## src/hdl/otr_pkg.sv

```systemverilog
package otr_pkg;

  // Configuration register file, one field per register, 10 bits each.
  typedef struct packed {
    logic [9:0] reset_low_time;
    logic [9:0] presence_wait_time;
    logic [9:0] one_low_time;
    logic [9:0] zero_low_time;
    logic [9:0] long_release_time;
    logic [9:0] short_release_time;
    logic [9:0] read_low_time;
    logic [9:0] read_sample_time;
  } otr_cfg_t;

  localparam int unsigned REG_WIDTH = 10;

  // Register indexes (byte address = 4 * index).
  localparam logic [2:0] REG_RESET_LOW     = 3'd0;
  localparam logic [2:0] REG_PRESENCE_WAIT = 3'd1;
  localparam logic [2:0] REG_ONE_LOW       = 3'd2;
  localparam logic [2:0] REG_ZERO_LOW      = 3'd3;
  localparam logic [2:0] REG_LONG_RELEASE  = 3'd4;
  localparam logic [2:0] REG_SHORT_RELEASE = 3'd5;
  localparam logic [2:0] REG_READ_LOW      = 3'd6;
  localparam logic [2:0] REG_READ_SAMPLE   = 3'd7;

  // Register reset values, microseconds.
  localparam logic [9:0] RST_RESET_LOW     = 10'd500;
  localparam logic [9:0] RST_PRESENCE_WAIT = 10'd200;
  localparam logic [9:0] RST_ONE_LOW       = 10'd3;
  localparam logic [9:0] RST_ZERO_LOW      = 10'd60;
  localparam logic [9:0] RST_LONG_RELEASE  = 10'd60;
  localparam logic [9:0] RST_SHORT_RELEASE = 10'd2;
  localparam logic [9:0] RST_READ_LOW      = 10'd2;
  localparam logic [9:0] RST_READ_SAMPLE   = 10'd12;

  // Sequencer phase codes. TX phases come in low/release pairs, one pair per byte.
  localparam logic [4:0] PH_IDLE      = 5'd0;
  localparam logic [4:0] PH_R1_LOW    = 5'd1;
  localparam logic [4:0] PH_R1_WAIT   = 5'd2;
  localparam logic [4:0] PH_TX_FIRST  = 5'd3;
  localparam logic [4:0] PH_TX_LAST   = 5'd10;
  localparam logic [4:0] PH_GAP1      = 5'd11;
  localparam logic [4:0] PH_R2_LOW    = 5'd12;
  localparam logic [4:0] PH_R2_WAIT   = 5'd13;
  localparam logic [4:0] PH_GAP2      = 5'd14;
  localparam logic [4:0] PH_RD_LOW    = 5'd15;
  localparam logic [4:0] PH_RD_SAMPLE = 5'd16;
  localparam logic [4:0] PH_RD_TAIL   = 5'd17;

  // Bus commands.
  localparam logic [7:0] CMD_SKIP_ROM   = 8'hCC;
  localparam logic [7:0] CMD_CONVERT    = 8'h44;
  localparam logic [7:0] CMD_READ_SCRATCH = 8'hBE;

  // Byte k of the transmit sequence.
  function automatic logic [7:0] cmd_byte(input logic [1:0] k);
    logic [7:0] b;
    unique case (k)
      2'd0: b = CMD_SKIP_ROM;
      2'd1: b = CMD_CONVERT;
      2'd2: b = CMD_SKIP_ROM;
      default: b = CMD_READ_SCRATCH;
    endcase
    return b;
  endfunction

  // Phases during which the bus is pulled low.
  function automatic logic is_low_phase(input logic [4:0] p);
    logic [4:0] off;
    logic low;
    off = p - PH_TX_FIRST;
    if (p == PH_R1_LOW || p == PH_R2_LOW || p == PH_RD_LOW) begin
      low = 1'b1;
    end else if (p >= PH_TX_FIRST && p <= PH_TX_LAST) begin
      low = ~off[0];
    end else begin
      low = 1'b0;
    end
    return low;
  endfunction

endpackage

```

## src/hdl/otr_in_if.sv

```systemverilog
interface otr_in_if;
  logic valid;
  logic ready;
  logic start_request;
  logic line_level;

  modport source (output valid, output start_request, output line_level, input ready);
  modport sink (input valid, input start_request, input line_level, output ready);
endinterface

```

## src/hdl/otr_out_if.sv

```systemverilog
interface otr_out_if;
  logic              valid;
  logic              ready;
  logic              drive_low;
  logic              busy_res;
  logic              done_res;
  logic signed [6:0] temperature;

  modport source (output valid, output drive_low, output busy_res, output done_res,
                  output temperature, input ready);
  modport sink (input valid, input drive_low, input busy_res, input done_res,
                input temperature, output ready);
endinterface

```

## src/hdl/otr_cfg.sv

```systemverilog
module otr_cfg (
  input  logic             clk,
  input  logic             rst,
  input  logic             psel,
  input  logic             penable,
  input  logic             pwrite,
  input  logic [4:0]       paddr,
  input  logic [31:0]      pwdata,
  output logic [31:0]      prdata,
  output logic             pready,
  output otr_pkg::otr_cfg_t cfg
);

  logic [2:0] index;
  logic       wr_en;
  logic [9:0] wval;
  logic [9:0] rval;

  assign index  = paddr[4:2];
  assign wr_en  = psel && penable && pwrite;
  assign wval   = pwdata[9:0];
  assign pready = 1'b1;

  always_ff @(posedge clk) begin
    if (rst) begin
      cfg.reset_low_time     <= otr_pkg::RST_RESET_LOW;
      cfg.presence_wait_time <= otr_pkg::RST_PRESENCE_WAIT;
      cfg.one_low_time       <= otr_pkg::RST_ONE_LOW;
      cfg.zero_low_time      <= otr_pkg::RST_ZERO_LOW;
      cfg.long_release_time  <= otr_pkg::RST_LONG_RELEASE;
      cfg.short_release_time <= otr_pkg::RST_SHORT_RELEASE;
      cfg.read_low_time      <= otr_pkg::RST_READ_LOW;
      cfg.read_sample_time   <= otr_pkg::RST_READ_SAMPLE;
    end else if (wr_en) begin
      unique case (index)
        otr_pkg::REG_RESET_LOW:     cfg.reset_low_time     <= wval;
        otr_pkg::REG_PRESENCE_WAIT: cfg.presence_wait_time <= wval;
        otr_pkg::REG_ONE_LOW:       cfg.one_low_time       <= wval;
        otr_pkg::REG_ZERO_LOW:      cfg.zero_low_time      <= wval;
        otr_pkg::REG_LONG_RELEASE:  cfg.long_release_time  <= wval;
        otr_pkg::REG_SHORT_RELEASE: cfg.short_release_time <= wval;
        otr_pkg::REG_READ_LOW:      cfg.read_low_time      <= wval;
        otr_pkg::REG_READ_SAMPLE:   cfg.read_sample_time   <= wval;
        default: ;
      endcase
    end
  end

  always_comb begin
    unique case (index)
      otr_pkg::REG_RESET_LOW:     rval = cfg.reset_low_time;
      otr_pkg::REG_PRESENCE_WAIT: rval = cfg.presence_wait_time;
      otr_pkg::REG_ONE_LOW:       rval = cfg.one_low_time;
      otr_pkg::REG_ZERO_LOW:      rval = cfg.zero_low_time;
      otr_pkg::REG_LONG_RELEASE:  rval = cfg.long_release_time;
      otr_pkg::REG_SHORT_RELEASE: rval = cfg.short_release_time;
      otr_pkg::REG_READ_LOW:      rval = cfg.read_low_time;
      default:                    rval = cfg.read_sample_time;
    endcase
  end

  assign prdata = {22'd0, rval};

endmodule

```

## src/hdl/otr_seq.sv

```systemverilog
module otr_seq #(
  parameter int unsigned GAP_TIME   = 100,
  parameter int unsigned TIME_WIDTH = 10
) (
  input  logic              clk,
  input  logic              rst,
  input  otr_pkg::otr_cfg_t cfg,
  otr_in_if.sink            in_ch,
  otr_out_if.source         out_ch
);

  localparam int unsigned TW = TIME_WIDTH;

  // sequencer state
  logic [4:0]    phase;
  logic [TW-1:0] time_left;
  logic [2:0]    bit_position;
  logic [7:0]    command_shift;
  logic [7:0]    read_shift;
  logic [6:0]    result_hold;

  logic [4:0]    phase_next;
  logic [TW-1:0] time_left_next;
  logic [2:0]    bit_position_next;
  logic [7:0]    command_shift_next;
  logic [7:0]    read_shift_next;
  logic [6:0]    result_hold_next;
  logic          drive;
  logic          done;

  logic [4:0]    off;
  logic [1:0]    k;
  logic [1:0]    k_inc;
  logic [7:0]    cs_sh;
  logic [7:0]    nb;

  // result register
  logic          out_valid;
  logic          accept;

  assign in_ch.ready = !out_valid || out_ch.ready;
  assign accept      = in_ch.valid && in_ch.ready;

  always_comb begin
    phase_next         = phase;
    time_left_next     = time_left;
    bit_position_next  = bit_position;
    command_shift_next = command_shift;
    read_shift_next    = read_shift;
    result_hold_next   = result_hold;
    drive              = 1'b0;
    done               = 1'b0;
    off                = 5'd0;
    k                  = 2'd0;
    k_inc              = 2'd0;
    cs_sh              = 8'd0;
    nb                 = 8'd0;

    if (phase > otr_pkg::PH_RD_TAIL) begin
      phase_next     = otr_pkg::PH_IDLE;
      time_left_next = '0;
    end
    if (phase_next == otr_pkg::PH_IDLE && in_ch.start_request) begin
      phase_next     = otr_pkg::PH_R1_LOW;
      time_left_next = TW'(cfg.reset_low_time);
    end

    if (phase_next != otr_pkg::PH_IDLE) begin
      drive = otr_pkg::is_low_phase(phase_next);
      if (time_left_next > TW'(1)) begin
        time_left_next = time_left_next - TW'(1);
      end else begin
        off   = phase_next - otr_pkg::PH_TX_FIRST;
        k     = off[2:1];
        k_inc = k + 2'd1;
        cs_sh = {1'b0, command_shift[7:1]};
        priority if (phase_next == otr_pkg::PH_R1_LOW) begin
          phase_next     = otr_pkg::PH_R1_WAIT;
          time_left_next = TW'(cfg.presence_wait_time);
        end else if (phase_next == otr_pkg::PH_R1_WAIT ||
                     phase_next == otr_pkg::PH_R2_WAIT) begin
          // open skip-ROM: byte 0 after the first reset, byte 2 after the second
          nb                 = otr_pkg::CMD_SKIP_ROM;
          command_shift_next = nb;
          bit_position_next  = 3'd0;
          phase_next         = (phase_next == otr_pkg::PH_R1_WAIT) ?
                               otr_pkg::PH_TX_FIRST : otr_pkg::PH_TX_FIRST + 5'd4;
          time_left_next     = nb[0] ? TW'(cfg.one_low_time) : TW'(cfg.zero_low_time);
        end else if (phase_next == otr_pkg::PH_GAP1) begin
          phase_next     = otr_pkg::PH_R2_LOW;
          time_left_next = TW'(cfg.reset_low_time);
        end else if (phase_next == otr_pkg::PH_R2_LOW) begin
          phase_next     = otr_pkg::PH_R2_WAIT;
          time_left_next = TW'(cfg.presence_wait_time);
        end else if (phase_next == otr_pkg::PH_GAP2) begin
          bit_position_next = 3'd0;
          phase_next        = otr_pkg::PH_RD_LOW;
          time_left_next    = TW'(cfg.read_low_time);
        end else if (phase_next >= otr_pkg::PH_TX_FIRST &&
                     phase_next <= otr_pkg::PH_TX_LAST) begin
          if (!off[0]) begin
            phase_next     = phase_next + 5'd1;
            time_left_next = command_shift[0] ? TW'(cfg.long_release_time) :
                                                TW'(cfg.short_release_time);
          end else begin
            command_shift_next = cs_sh;
            if (bit_position != 3'd7) begin
              bit_position_next = bit_position + 3'd1;
              phase_next        = phase_next - 5'd1;
              time_left_next    = cs_sh[0] ? TW'(cfg.one_low_time) : TW'(cfg.zero_low_time);
            end else if (k == 2'd1) begin
              bit_position_next = 3'd0;
              phase_next        = otr_pkg::PH_GAP1;
              time_left_next    = TW'(GAP_TIME);
            end else if (k == 2'd3) begin
              bit_position_next = 3'd0;
              phase_next        = otr_pkg::PH_GAP2;
              time_left_next    = TW'(GAP_TIME);
            end else begin
              nb                 = otr_pkg::cmd_byte(k_inc);
              command_shift_next = nb;
              bit_position_next  = 3'd0;
              phase_next         = otr_pkg::PH_TX_FIRST + {2'd0, k_inc, 1'b0};
              time_left_next     = nb[0] ? TW'(cfg.one_low_time) : TW'(cfg.zero_low_time);
            end
          end
        end else if (phase_next == otr_pkg::PH_RD_LOW) begin
          phase_next     = otr_pkg::PH_RD_SAMPLE;
          time_left_next = TW'(cfg.read_sample_time);
        end else if (phase_next == otr_pkg::PH_RD_SAMPLE) begin
          read_shift_next = {in_ch.line_level, read_shift[7:1]};
          phase_next      = otr_pkg::PH_RD_TAIL;
          time_left_next  = TW'(cfg.long_release_time);
        end else if (phase_next == otr_pkg::PH_RD_TAIL) begin
          if (bit_position != 3'd7) begin
            bit_position_next = bit_position + 3'd1;
            phase_next        = otr_pkg::PH_RD_LOW;
            time_left_next    = TW'(cfg.read_low_time);
          end else begin
            bit_position_next = 3'd0;
            result_hold_next  = read_shift[7:1];
            phase_next        = otr_pkg::PH_IDLE;
            time_left_next    = '0;
            done              = 1'b1;
          end
        end else begin
          phase_next     = otr_pkg::PH_IDLE;
          time_left_next = '0;
        end
      end
    end
  end

  always_ff @(posedge clk) begin
    if (rst) begin
      phase         <= otr_pkg::PH_IDLE;
      time_left     <= '0;
      bit_position  <= 3'd0;
      command_shift <= 8'd0;
      read_shift    <= 8'd0;
      result_hold   <= 7'd0;
    end else if (accept) begin
      phase         <= phase_next;
      time_left     <= time_left_next;
      bit_position  <= bit_position_next;
      command_shift <= command_shift_next;
      read_shift    <= read_shift_next;
      result_hold   <= result_hold_next;
    end
  end

  always_ff @(posedge clk) begin
    if (rst) begin
      out_valid <= 1'b0;
    end else if (accept) begin
      out_valid <= 1'b1;
    end else if (out_ch.ready) begin
      out_valid <= 1'b0;
    end
  end

  always_ff @(posedge clk) begin
    if (accept) begin
      out_ch.drive_low   <= drive;
      out_ch.busy_res    <= (phase_next != otr_pkg::PH_IDLE);
      out_ch.done_res    <= done;
      out_ch.temperature <= signed'(result_hold_next);
    end
  end

  assign out_ch.valid = out_valid;

  a_done_not_busy: assert property (@(posedge clk) disable iff (rst)
    out_valid && out_ch.done_res |-> !out_ch.busy_res)
    else $error("done beat still reports busy");

  a_drive_busy: assert property (@(posedge clk) disable iff (rst)
    out_valid && out_ch.drive_low |-> out_ch.busy_res)
    else $error("bus driven low outside a sequence");

  a_idle_bitpos: assert property (@(posedge clk) disable iff (rst)
    phase == otr_pkg::PH_IDLE |-> bit_position == 3'd0)
    else $error("bit position not cleared in idle");

  a_done_result: assert property (@(posedge clk) disable iff (rst)
    accept && done |=> out_ch.temperature == signed'(result_hold))
    else $error("done beat temperature differs from held result");

endmodule

```

## src/hdl/onewire_temperature_read_master_top.sv

```systemverilog
// One-wire temperature read master. Each input beat is one microsecond tick
// carrying start_request and the sampled line_level; each tick yields exactly
// one output beat with drive_low (pull the bus low this tick), busy_res,
// done_res and the last temperature in whole degrees (read byte >> 1, signed).
// A start tick in idle runs reset/presence, skip-ROM + convert, a gap, a second
// reset/presence, skip-ROM + read-scratchpad, a gap and eight read slots; the
// tick closing the last slot raises done_res. Starts while busy are ignored and
// presence is not checked. Segment lengths come from the APB registers (4*i
// byte addresses); write them only while idle. Rate: one tick per clock cycle,
// set by the sequencer step and the single output register; input ready drops
// only while a finished beat waits unaccepted downstream.
module onewire_temperature_read_master_top #(
  parameter int unsigned GAP_TIME   = 100,  // gap after each command pair, ticks
  parameter int unsigned TIME_WIDTH = 10    // width of the segment down-counter
) (
  input  logic        clk,
  input  logic        rst,
  // configuration port
  input  logic        psel,
  input  logic        penable,
  input  logic        pwrite,
  input  logic [4:0]  paddr,
  input  logic [31:0] pwdata,
  output logic [31:0] prdata,
  output logic        pready,
  // tick channels
  otr_in_if.sink      in_ch,
  otr_out_if.source   out_ch
);

  // register file -> sequencer
  otr_pkg::otr_cfg_t cfg;

  otr_cfg u_cfg (
    .clk     (clk),
    .rst     (rst),
    .psel    (psel),
    .penable (penable),
    .pwrite  (pwrite),
    .paddr   (paddr),
    .pwdata  (pwdata),
    .prdata  (prdata),
    .pready  (pready),
    .cfg     (cfg)
  );

  // bus sequencer: one step per accepted tick, result beat registered
  otr_seq #(
    .GAP_TIME   (GAP_TIME),
    .TIME_WIDTH (TIME_WIDTH)
  ) u_seq (
    .clk    (clk),
    .rst    (rst),
    .cfg    (cfg),
    .in_ch  (in_ch),
    .out_ch (out_ch)
  );

endmodule

```

## src/flat_wrapper.sv

```systemverilog
// flat-port wrapper written by rule: the top's interface ports become plain ports
module onewire_temperature_read_master_top_flat 
#(
  parameter int unsigned GAP_TIME   = 100,                                       
  parameter int unsigned TIME_WIDTH = 10                                        
)
  (clk, rst, psel, penable, pwrite, paddr, pwdata, prdata, pready, in_ch_valid, in_ch_start_request, in_ch_line_level, in_ch_ready, out_ch_valid, out_ch_drive_low, out_ch_busy_res, out_ch_done_res, out_ch_temperature, out_ch_ready);
  otr_in_if in_ch_i ();
  otr_out_if out_ch_i ();
  input  logic clk;
  input  logic rst;
  input  logic psel;
  input  logic penable;
  input  logic pwrite;
  input  logic [4:0] paddr;
  input  logic [31:0] pwdata;
  output logic [31:0] prdata;
  output logic pready;
  input wire logic [$bits(in_ch_i.valid)-1:0] in_ch_valid;
  input wire logic [$bits(in_ch_i.start_request)-1:0] in_ch_start_request;
  input wire logic [$bits(in_ch_i.line_level)-1:0] in_ch_line_level;
  output wire logic [$bits(in_ch_i.ready)-1:0] in_ch_ready;
  output wire logic [$bits(out_ch_i.valid)-1:0] out_ch_valid;
  output wire logic [$bits(out_ch_i.drive_low)-1:0] out_ch_drive_low;
  output wire logic [$bits(out_ch_i.busy_res)-1:0] out_ch_busy_res;
  output wire logic [$bits(out_ch_i.done_res)-1:0] out_ch_done_res;
  output wire logic [$bits(out_ch_i.temperature)-1:0] out_ch_temperature;
  input wire logic [$bits(out_ch_i.ready)-1:0] out_ch_ready;
  assign in_ch_i.valid = in_ch_valid;
  assign in_ch_i.start_request = in_ch_start_request;
  assign in_ch_i.line_level = in_ch_line_level;
  assign in_ch_ready = in_ch_i.ready;
  assign out_ch_valid = out_ch_i.valid;
  assign out_ch_drive_low = out_ch_i.drive_low;
  assign out_ch_busy_res = out_ch_i.busy_res;
  assign out_ch_done_res = out_ch_i.done_res;
  assign out_ch_temperature = out_ch_i.temperature;
  assign out_ch_i.ready = out_ch_ready;
  onewire_temperature_read_master_top #(.GAP_TIME(GAP_TIME), .TIME_WIDTH(TIME_WIDTH)) u_core (.clk(clk), .rst(rst), .psel(psel), .penable(penable), .pwrite(pwrite), .paddr(paddr), .pwdata(pwdata), .prdata(prdata), .pready(pready), .in_ch(in_ch_i), .out_ch(out_ch_i));
endmodule
```

## config.mk

```make
export PLATFORM = sky130hd
export DESIGN_NAME = onewire_temperature_read_master_top_flat
export DESIGN_NICKNAME = d
export VERILOG_FILES = /design/src/hdl/otr_pkg.sv /design/src/hdl/otr_in_if.sv /design/src/hdl/otr_out_if.sv /design/src/hdl/otr_cfg.sv /design/src/hdl/otr_seq.sv /design/src/hdl/onewire_temperature_read_master_top.sv /design/src/flat_wrapper.sv
export SDC_FILE = /design/constraint.sdc
export NUM_CORES = 1
export LEC_CHECK = 0
export ABC_AREA = 1
export BUFFER_PORTS_ARGS = -buffer_cell sky130_fd_sc_hd__buf_2
export CAP_MARGIN = 10
export CORE_ASPECT_RATIO = 1.5
export CORE_UTILIZATION = 64
export DETAILED_ROUTE_END_ITERATION = 10
export GPL_TIMING_DRIVEN = 1
export PLACE_DENSITY = 0.86
export SYNTH_ARGS = -nofsm -noshare
export SYNTH_HDL_FRONTEND = slang
export SYNTH_SLANG_ARGS = --single-unit
```

## constraint.sdc

```tcl
create_clock -name clk -period 9 [get_ports clk]
set_input_delay 0.45 -clock clk [delete_from_list [all_inputs] [get_ports clk]]
set_output_delay 0.45 -clock clk [all_outputs]
set_load 0.1 [all_outputs]
```

==> results.toml, run 1 <==
[placement]
gp_congestion = 1.03
numPortBuffers = 43
place_inst = 1400
hpwlAfterDp_um = 18100

[yosys]
syn_avg_cell_area_sq_um = 6.54
synthAdderAreaFrac_pct = 2.14
yosysWarnings = 0
synth_top_family_by_area = "simple AND/OR/NAND/NOR gates"
synth_top_area_share_pct = 29.6
synth_xor_area_share_pct = 0.214
synth_cell_types = 44
synth-edff-count = 10
synth_cells = 1249
yosys-mux-area-fraction_pct = 0
synth_compound_area_share_pct = 20.9
synthesis.area_sq_um = 8170
synthArstFlopShare_pct = 0
ys_seq_area_share_pct = 33.3
ys_ff_latch = 131
synth_ff_type = "dfxtp_1"
yosysTopAreaCell = "dfxtp_1"
synth-simple-area-share_pct = 30.9
synth_area_leaders = "dfxtp_1 (30%), nand2_1 (11%), a21oi_1 (7.8%), nor2_1 (6.9%), nand3_1 (6.9%)"

[cts]
cts_buffers = 17
cts_hold_buffers = 0
cts_sinks = 131
cts_tree = "built"
cts_setup_buffers = 0
clock_latency_ns = 0.43
cts.path.max_buffers = 2
clkTransAtPathRegs_ns = 0.06
cts_root_buffer = "clkbuf_16"
cts.repair.resized = 0
htree_levels = 4

[timing]
slew-limit-headroom_pct = 35.6
slew_violations = 0
timing.hold.ws_ns = 0.315
hold_violations = 0
worst_pin_slew_ns = 0.962
fin_crit_ns = 5.16
finalCritPeriodShare_pct = 57.4
timing.fmax_mhz = 194
setup_tns_ns = 0
rsz0062_at_grt = "false"
setup_violations = 0
fin_skew_ns = 0.0102

[final_layout]
nets = 1323
layout_common_cells = "nand2_1 (237), nor2_1 (150), inv_1 (137), a21oi_1 (127), dfxtp_1 (121)"
area_growth_pct = 8.96
mostFrequentLayoutCell = "nand2_1"
stdcell_count = 1432
drive_gt1_share_pct = 10.8
antenna_cells = 0

[critical_path]
startpoint_type = "register"
critPathRequiredTime_ns = 9.29
worstPathMaxFanout = 21
cp.arrival_ns = 5.45
endpoint_kind = "register"
path_class = "register to register"

[global_routing]
grt_pass1_wl_um = 41900
gr-total-overflow = 0
grt_usage_pct = 41.5
grt_max_degree = 76
first_global_vias = 8095
antenna_found_initial = 0

[floorplanning]
core_sq_um = 12400
die_area_sq_um = 13200
io_pins = 91
num_rows = 50
start_util_pct = 65.6
die_w_um = 94.3
die_h_um = 140

[routing]
ant_nets = 0
wire_per_inst_um = 18.4
drt-total-wl_um = 26400
vias = 8863
first_iter_violations = 923
vias_per_cell = 6.19
drc = 0
dr.pass1.iters = 6

[power]
powerDensity_nw_per_um2 = 210
peakVddDrop_mv = 0.126
p_leak_nw = 4.07

[worst_hold_path]
hp-class = "primary input to register"

[outcome]
status = "completed"

[flow_run]
max_cap_violations = 0
## flip-flops by register name, summed over array words and instances, names as in the netlist
signal and cells:
u_core.u_seq.out_ch.valid 1, u_core.u_seq.command_shift 8, u_core.u_seq.out_ch.done_res 1, u_core.u_seq.time_left 10, u_core.u_seq.result_hold 7, u_core.u_seq.phase 5, u_core.u_seq.out_ch.busy_res 1, u_core.u_seq.out_ch.drive_low 1
u_core.u_seq.bit_position 3, u_core.u_cfg.cfg 80, u_core.u_seq.out_ch.temperature 7, u_core.u_seq.read_shift 7
## per-layer routing
| metal | track usage, % | vias to the layer above | part of all wire [%] |
|---|---|---|---|
| li1 | - | 4140 | - |
| met1 | 49.1 | 3947 | 35 |
| met2 | 65.0 | 593 | 46 |
| met3 | 7.55 | 183 | 9.0 |
| met4 | 32.7 | 0 | 9.2 |
| met5 | 0 | - | 0 |
## through the flow
stage          utilization, %  area, sq um  total power, W  worst slack [ns]
2_1_floorplan               -         8250         0.00104              5.84
3_3_place_gp             66.5         8280         0.00112              4.06
3_5_place_dp             66.5         8280         0.00113              4.03
4_1_cts                  71.5         8900         0.00186              4.00
5_1_grt                  71.5         8900         0.00194              3.50
6_report                 71.5         8900         0.00187              3.84
## worst max-delay path, stage by stage, from the launching register on
cell     delay, ns
dfxtp_1       0.43
inv_1         0.12
nand2_2       0.13
nand2_4       0.09
o21ai_2       0.29
nand3_2       0.61
nand2_2       0.61
inv_1         0.26
ha_1          0.32
inv_1         0.39
nor2_1        0.13
nor2_1        0.35
o21ai_0       0.23
nor3_4        0.52
nand2_1       0.32
nand2_1       0.13
a21oi_1       0.07
## cell type report
| class | count | area, sq um |
|---|---|---|
| flip-flops and latches | 131 | 2720 |
| fillers | 1068 | 3540 |
| repair buffers | 54 | 298 |
| clock inverters | 11 | 138 |
| well taps | 156 | 195 |
| inverters | 146 | 548 |
| clock buffers | 21 | 483 |
| multi-input cells | 913 | 4520 |
## cell usage after synthesis, drive strengths merged (2+ instances only)
| library cell | count |
|---|---|
| a211oi | 7 |
| a21oi | 127 |
| a221oi | 19 |
| a22oi | 6 |
| a31oi | 2 |
| a41oi | 2 |
| buf | 39 |
| clkbuf | 39 |
| clkinv | 5 |
| conb | 2 |
| dfxtp | 121 |
| edfxtp | 10 |
| ha | 14 |
| inv | 141 |
| nand2 | 253 |
| nand3 | 114 |
| nand3b | 3 |
| nand4 | 16 |
| nor2 | 159 |
| nor3 | 12 |
| nor4 | 3 |
| o211ai | 6 |
| o21ai | 124 |
| o22ai | 11 |
| or2 | 9 |
| xor2 | 2 |
## cells by family after synthesis
kind of cell / after synthesis
AOI/OAI and AO/OA: 305
and+or+nand+nor: 569
DFF: 131
buffers and inverters: 226
adders and majority gates: 14
other: 2
xor gates and xnor gates: 2
## power by group
part / leakage [nW] / internal (W) / switching, W
clock: 0.300 / 0.000446 / 0.000287
sequential: 1.08 / 0.000610 / 0.0000133
combinational: 2.69 / 0.000120 / 0.000394
## worst paths after layout
| path | slack (ns) | cells past startpoint | startpoint | end |
|---|---|---|---|---|
| worst min register to register | 0.46 | 2 | u_core.u_seq.command_shift[4]$_SDFFE_PP0P_ | u_core.u_seq.command_shift[4]$_SDFFE_PP0P_ |
| worst max-delay path | 3.84 | 16 | u_core.u_seq.phase[3]$_SDFFE_PP0P_ | u_core.u_seq.command_shift[0]$_SDFFE_PP0P_ |
| worst max register to register | 3.84 | 16 | u_core.u_seq.phase[3]$_SDFFE_PP0P_ | u_core.u_seq.command_shift[0]$_SDFFE_PP0P_ |
| worst min-delay path | 0.31 | 4 | out_ch_ready | u_core.u_seq.out_ch.valid$_SDFFE_PP0P_ |
Power figures use the tool's default switching activity.
==> run 2, diff against run 1 <==
--- a/config.mk
+++ b/config.mk
@@ -5,14 +5,14 @@
 export SDC_FILE = /design/constraint.sdc
 export NUM_CORES = 1
 export LEC_CHECK = 0
-export ABC_AREA = 1
+export ABC_AREA = 0
 export BUFFER_PORTS_ARGS = -buffer_cell sky130_fd_sc_hd__buf_2
 export CAP_MARGIN = 10
 export CORE_ASPECT_RATIO = 1.5
-export CORE_UTILIZATION = 64
+export CORE_UTILIZATION = 54
 export DETAILED_ROUTE_END_ITERATION = 10
 export GPL_TIMING_DRIVEN = 1
-export PLACE_DENSITY = 0.86
+export PLACE_DENSITY = 0.77
 export SYNTH_ARGS = -nofsm -noshare
 export SYNTH_HDL_FRONTEND = slang
 export SYNTH_SLANG_ARGS = --single-unit
==> constraint.sdc (replaced) <==
create_clock -name clk -period 4.3 [get_ports clk]
set_input_delay 0.215 -clock clk [delete_from_list [all_inputs] [get_ports clk]]
set_output_delay 0.215 -clock clk [all_outputs]
set_load 0.1 [all_outputs]
==> run 2 against run 1 <==
Via count down 2.8%; fmax grew 32%; largest cell class unchanged; combinational power increased by 73%; synthesized cell count shrank 15%; area after synthesis rose by 1.1%; first-iteration DRC count is 6.6% lower; flip-flop and latch count unchanged; utilization down 10 points; die area up 20%; cell count shrank 9.7%.
==> results.toml, run 2 <==
[flow_run]
max_cap_violations = 0

[yosys]
yosysWarnings = 0
syn_avg_cell_area_sq_um = 7.79
synth-edff-count = 10
synthArstFlopShare_pct = 0
yosysMostFrequentCell = "nand2_1"
synth_cell_types = 71
synth_ff_type = "dfxtp_1"
synth_cells = 1061
yosysTopAreaCell = "dfxtp_1"
synth_common_cells = "nand2_1 (151), dfxtp_1 (121), nor2_1 (114), a21oi_1 (78), mux2i_1 (76)"
ys_seq_area_share_pct = 32.9
synth_top_area_share_pct = 29.3
synth_area_leaders = "dfxtp_1 (29%), mux2i_1 (9.2%), nand2_1 (6.9%), nor2_1 (5.2%), a21oi_1 (4.7%)"
ys_ff_latch = 131
synthesis.area_sq_um = 8270

[cts]
cts_tree = "built"
cts_root_buffer = "clkbuf_16"
cts_setup_buffers = 0
cts.path.max_buffers = 2
cts_sinks = 131
clock_latency_ns = 0.44
cts_hold_buffers = 0
cts_buffers = 17
clkTransAtPathRegs_ns = 0.06
htree_levels = 4
cts.repair.resized = 0

[routing]
vias_per_cell = 6.66
ant_nets = 0
drt-total-wl_um = 29000
wire_per_inst_um = 22.4
first_iter_violations = 862
drc = 0
dr.pass1.iters = 8
vias = 8615

[placement]
numPortBuffers = 43
hpwlAfterDp_um = 20300
gp_congestion = 0.986
placed_cell_area_sq_um = 8630
place_inst = 1261

[final_layout]
antenna_cells = 0
largest_registers = "u_core.u_cfg.cfg: 80 flops, u_core.u_seq.time_left: 10 flops, u_core.u_seq.command_shift: 8 flops"
nets = 1141
layout_common_cells = "nand2_1 (151), dfxtp_1 (121), nor2_1 (114), a21oi_1 (78), mux2i_1 (76)"
mostFrequentLayoutCell = "nand2_1"
drive_gt1_share_pct = 13.3
area_growth_pct = 11.1
regMostFlops = "u_core.u_cfg.cfg"
finish.utilization_pct = 61.2
stdcell_count = 1293
fill_cells = 1393
largest_reg_flops = 80
finish.instance_area_sq_um = 9190

[critical_path]
path_class = "register to register"
r2r_slack_ns = 0.38
r2r_cells = 10
startpoint_type = "register"
worstPathMaxFanout = 19
endpoint_kind = "register"
critPathRequiredTime_ns = 4.66
rr_startpoint = "u_core.u_seq.phase[1]$_SDFFE_PP0P_"
reg2reg_to = "u_core.u_seq.bit_position[0]$_SDFFE_PP0P_"
cp.arrival_ns = 4.28

[floorplanning]
core_sq_um = 15000
die_h_um = 154
die_area_sq_um = 15800
num_rows = 55
die_w_um = 103
io_pins = 91
start_util_pct = 55.1

[global_routing]
grt_usage_pct = 37.8
grt_max_degree = 87
met1_usage_pct = 43.5
busiest_layer = "met2"
grt_pass1_wl_um = 44400
gr-total-overflow = 0
use_met3_pct = 8.41
use_met2_pct = 60.3
antenna_found_initial = 1
first_global_vias = 8007

[power]
powerDensity_nw_per_um2 = 391
peakVddDrop_mv = 0.276
p_leak_nw = 3.63

[outcome]
status = "completed"

[timing]
setup_tns_ns = 0
fin_skew_ns = 0.00993
finalCritPeriodShare_pct = 91.2
slew-limit-headroom_pct = 23.9
timing.fmax_mhz = 255
hold_violations = 0
worst_pin_slew_ns = 1.13
rsz0062_at_grt = "false"
slew_violations = 0
setup_violations = 0
fin_crit_ns = 3.92

[worst_hold_path]
hp-class = "primary input to register"
hp-start = "in_ch_valid"
min_to = "u_core.u_seq.out_ch.valid$_SDFFE_PP0P_"
hold_path_depth = 3
==> run 2: changes by cell type in the layout (fill, tap and decap cells not counted), moves of 31 or more <==
cell / previous run / this run
o21ai_0: 105 / 57
a21oi_1: 127 / 78
buf_4: 11 / 42
nand3_1: 112 / 37
inv_1: 137 / 11
nand2_1: 237 / 151
nor2_1: 150 / 114
mux2i_1: 0 / 76
==> run 2: critical path: stages, from the launching register on <==
cell and delay [ns]:
dfxtp_1 0.34, o311a_1 0.43, a21oi_1 0.30, nand2_1 0.21, inv_1 0.22, ha_1 0.32
or4b_2 0.63, and3_1 0.47, o31a_1 0.28, or4b_1 0.48, a21oi_1 0.14
==> run 2: stage by stage <==
stage | setup WS [ns] | total power [W] | hold slack [ns]
2_1_floorplan | 0.720 | 0.00201 | 0.344
4_1_cts | 0.481 | 0.00357 | 0.0125
3_3_place_gp | 0.596 | 0.00219 | 0.454
5_1_grt | 0.219 | 0.00370 | 0.0153
3_5_place_dp | 0.515 | 0.00219 | 0.459
6_report | 0.380 | 0.00359 | 0.0111
==> run 2: how the worst max path moves through the flow <==
stage	startpoint	to	slack, ns	cells after the start
floorplan	u_core.u_seq.phase[4]$_SDFFE_PP0P_	u_core.u_seq.result_hold[6]$_SDFFE_PP0P_	0.72	13
global placement	u_core.u_seq.phase[1]$_SDFFE_PP0P_	u_core.u_seq.bit_position[0]$_SDFFE_PP0P_	0.60	10
detailed placement	u_core.u_seq.phase[1]$_SDFFE_PP0P_	u_core.u_seq.bit_position[0]$_SDFFE_PP0P_	0.52	10
CTS	u_core.u_seq.phase[1]$_SDFFE_PP0P_	u_core.u_seq.bit_position[0]$_SDFFE_PP0P_	0.48	10
global route	u_core.u_seq.phase[1]$_SDFFE_PP0P_	u_core.u_seq.phase[0]$_SDFFE_PP0P_	0.22	12
finish	u_core.u_seq.phase[1]$_SDFFE_PP0P_	u_core.u_seq.bit_position[0]$_SDFFE_PP0P_	0.38	10
==> run 2: final cells by class <==
type                            instances  area [sq um]  area share, %
Multi-Input combinational cell        834          5080           55.3
Sequential cell                       131          2720           29.6
Timing Repair Buffer                   85           531           5.77
Clock buffer                           20           468           5.09
Tap cell                              199           249           2.71
Clock inverter                         12          92.6           1.01
Inverter                               12          45.0          0.490
==> run 2: where the power goes <==
group	leakage, nW	total, W	switching, W	internal, W
logic	2.27	0.000888	0.000642	0.000246
registers	1.08	0.00130	0.0000360	0.00127
clock network	0.277	0.00140	0.000603	0.000794
==> run 2: cells by family (layout without fill, tap and decap cells) <==
family	Yosys count	after routing	synth area share, %
simple gates	411	411	23.0
compound gates	291	291	23.6
flops	131	131	32.9
buf+inv	117	129	6.57
mux	90	90	11.2
fa+ha+maj	14	14	2.12
xor+xnor	5	5	0.530
other cells	2	23	0.0908
==> run 2: per-layer routing <==
layer	vias to the layer above	routed length (um)
li1	3871	-
met1	3988	10100
met2	575	13500
met3	179	2940
met4	2	2530
met5	-	9
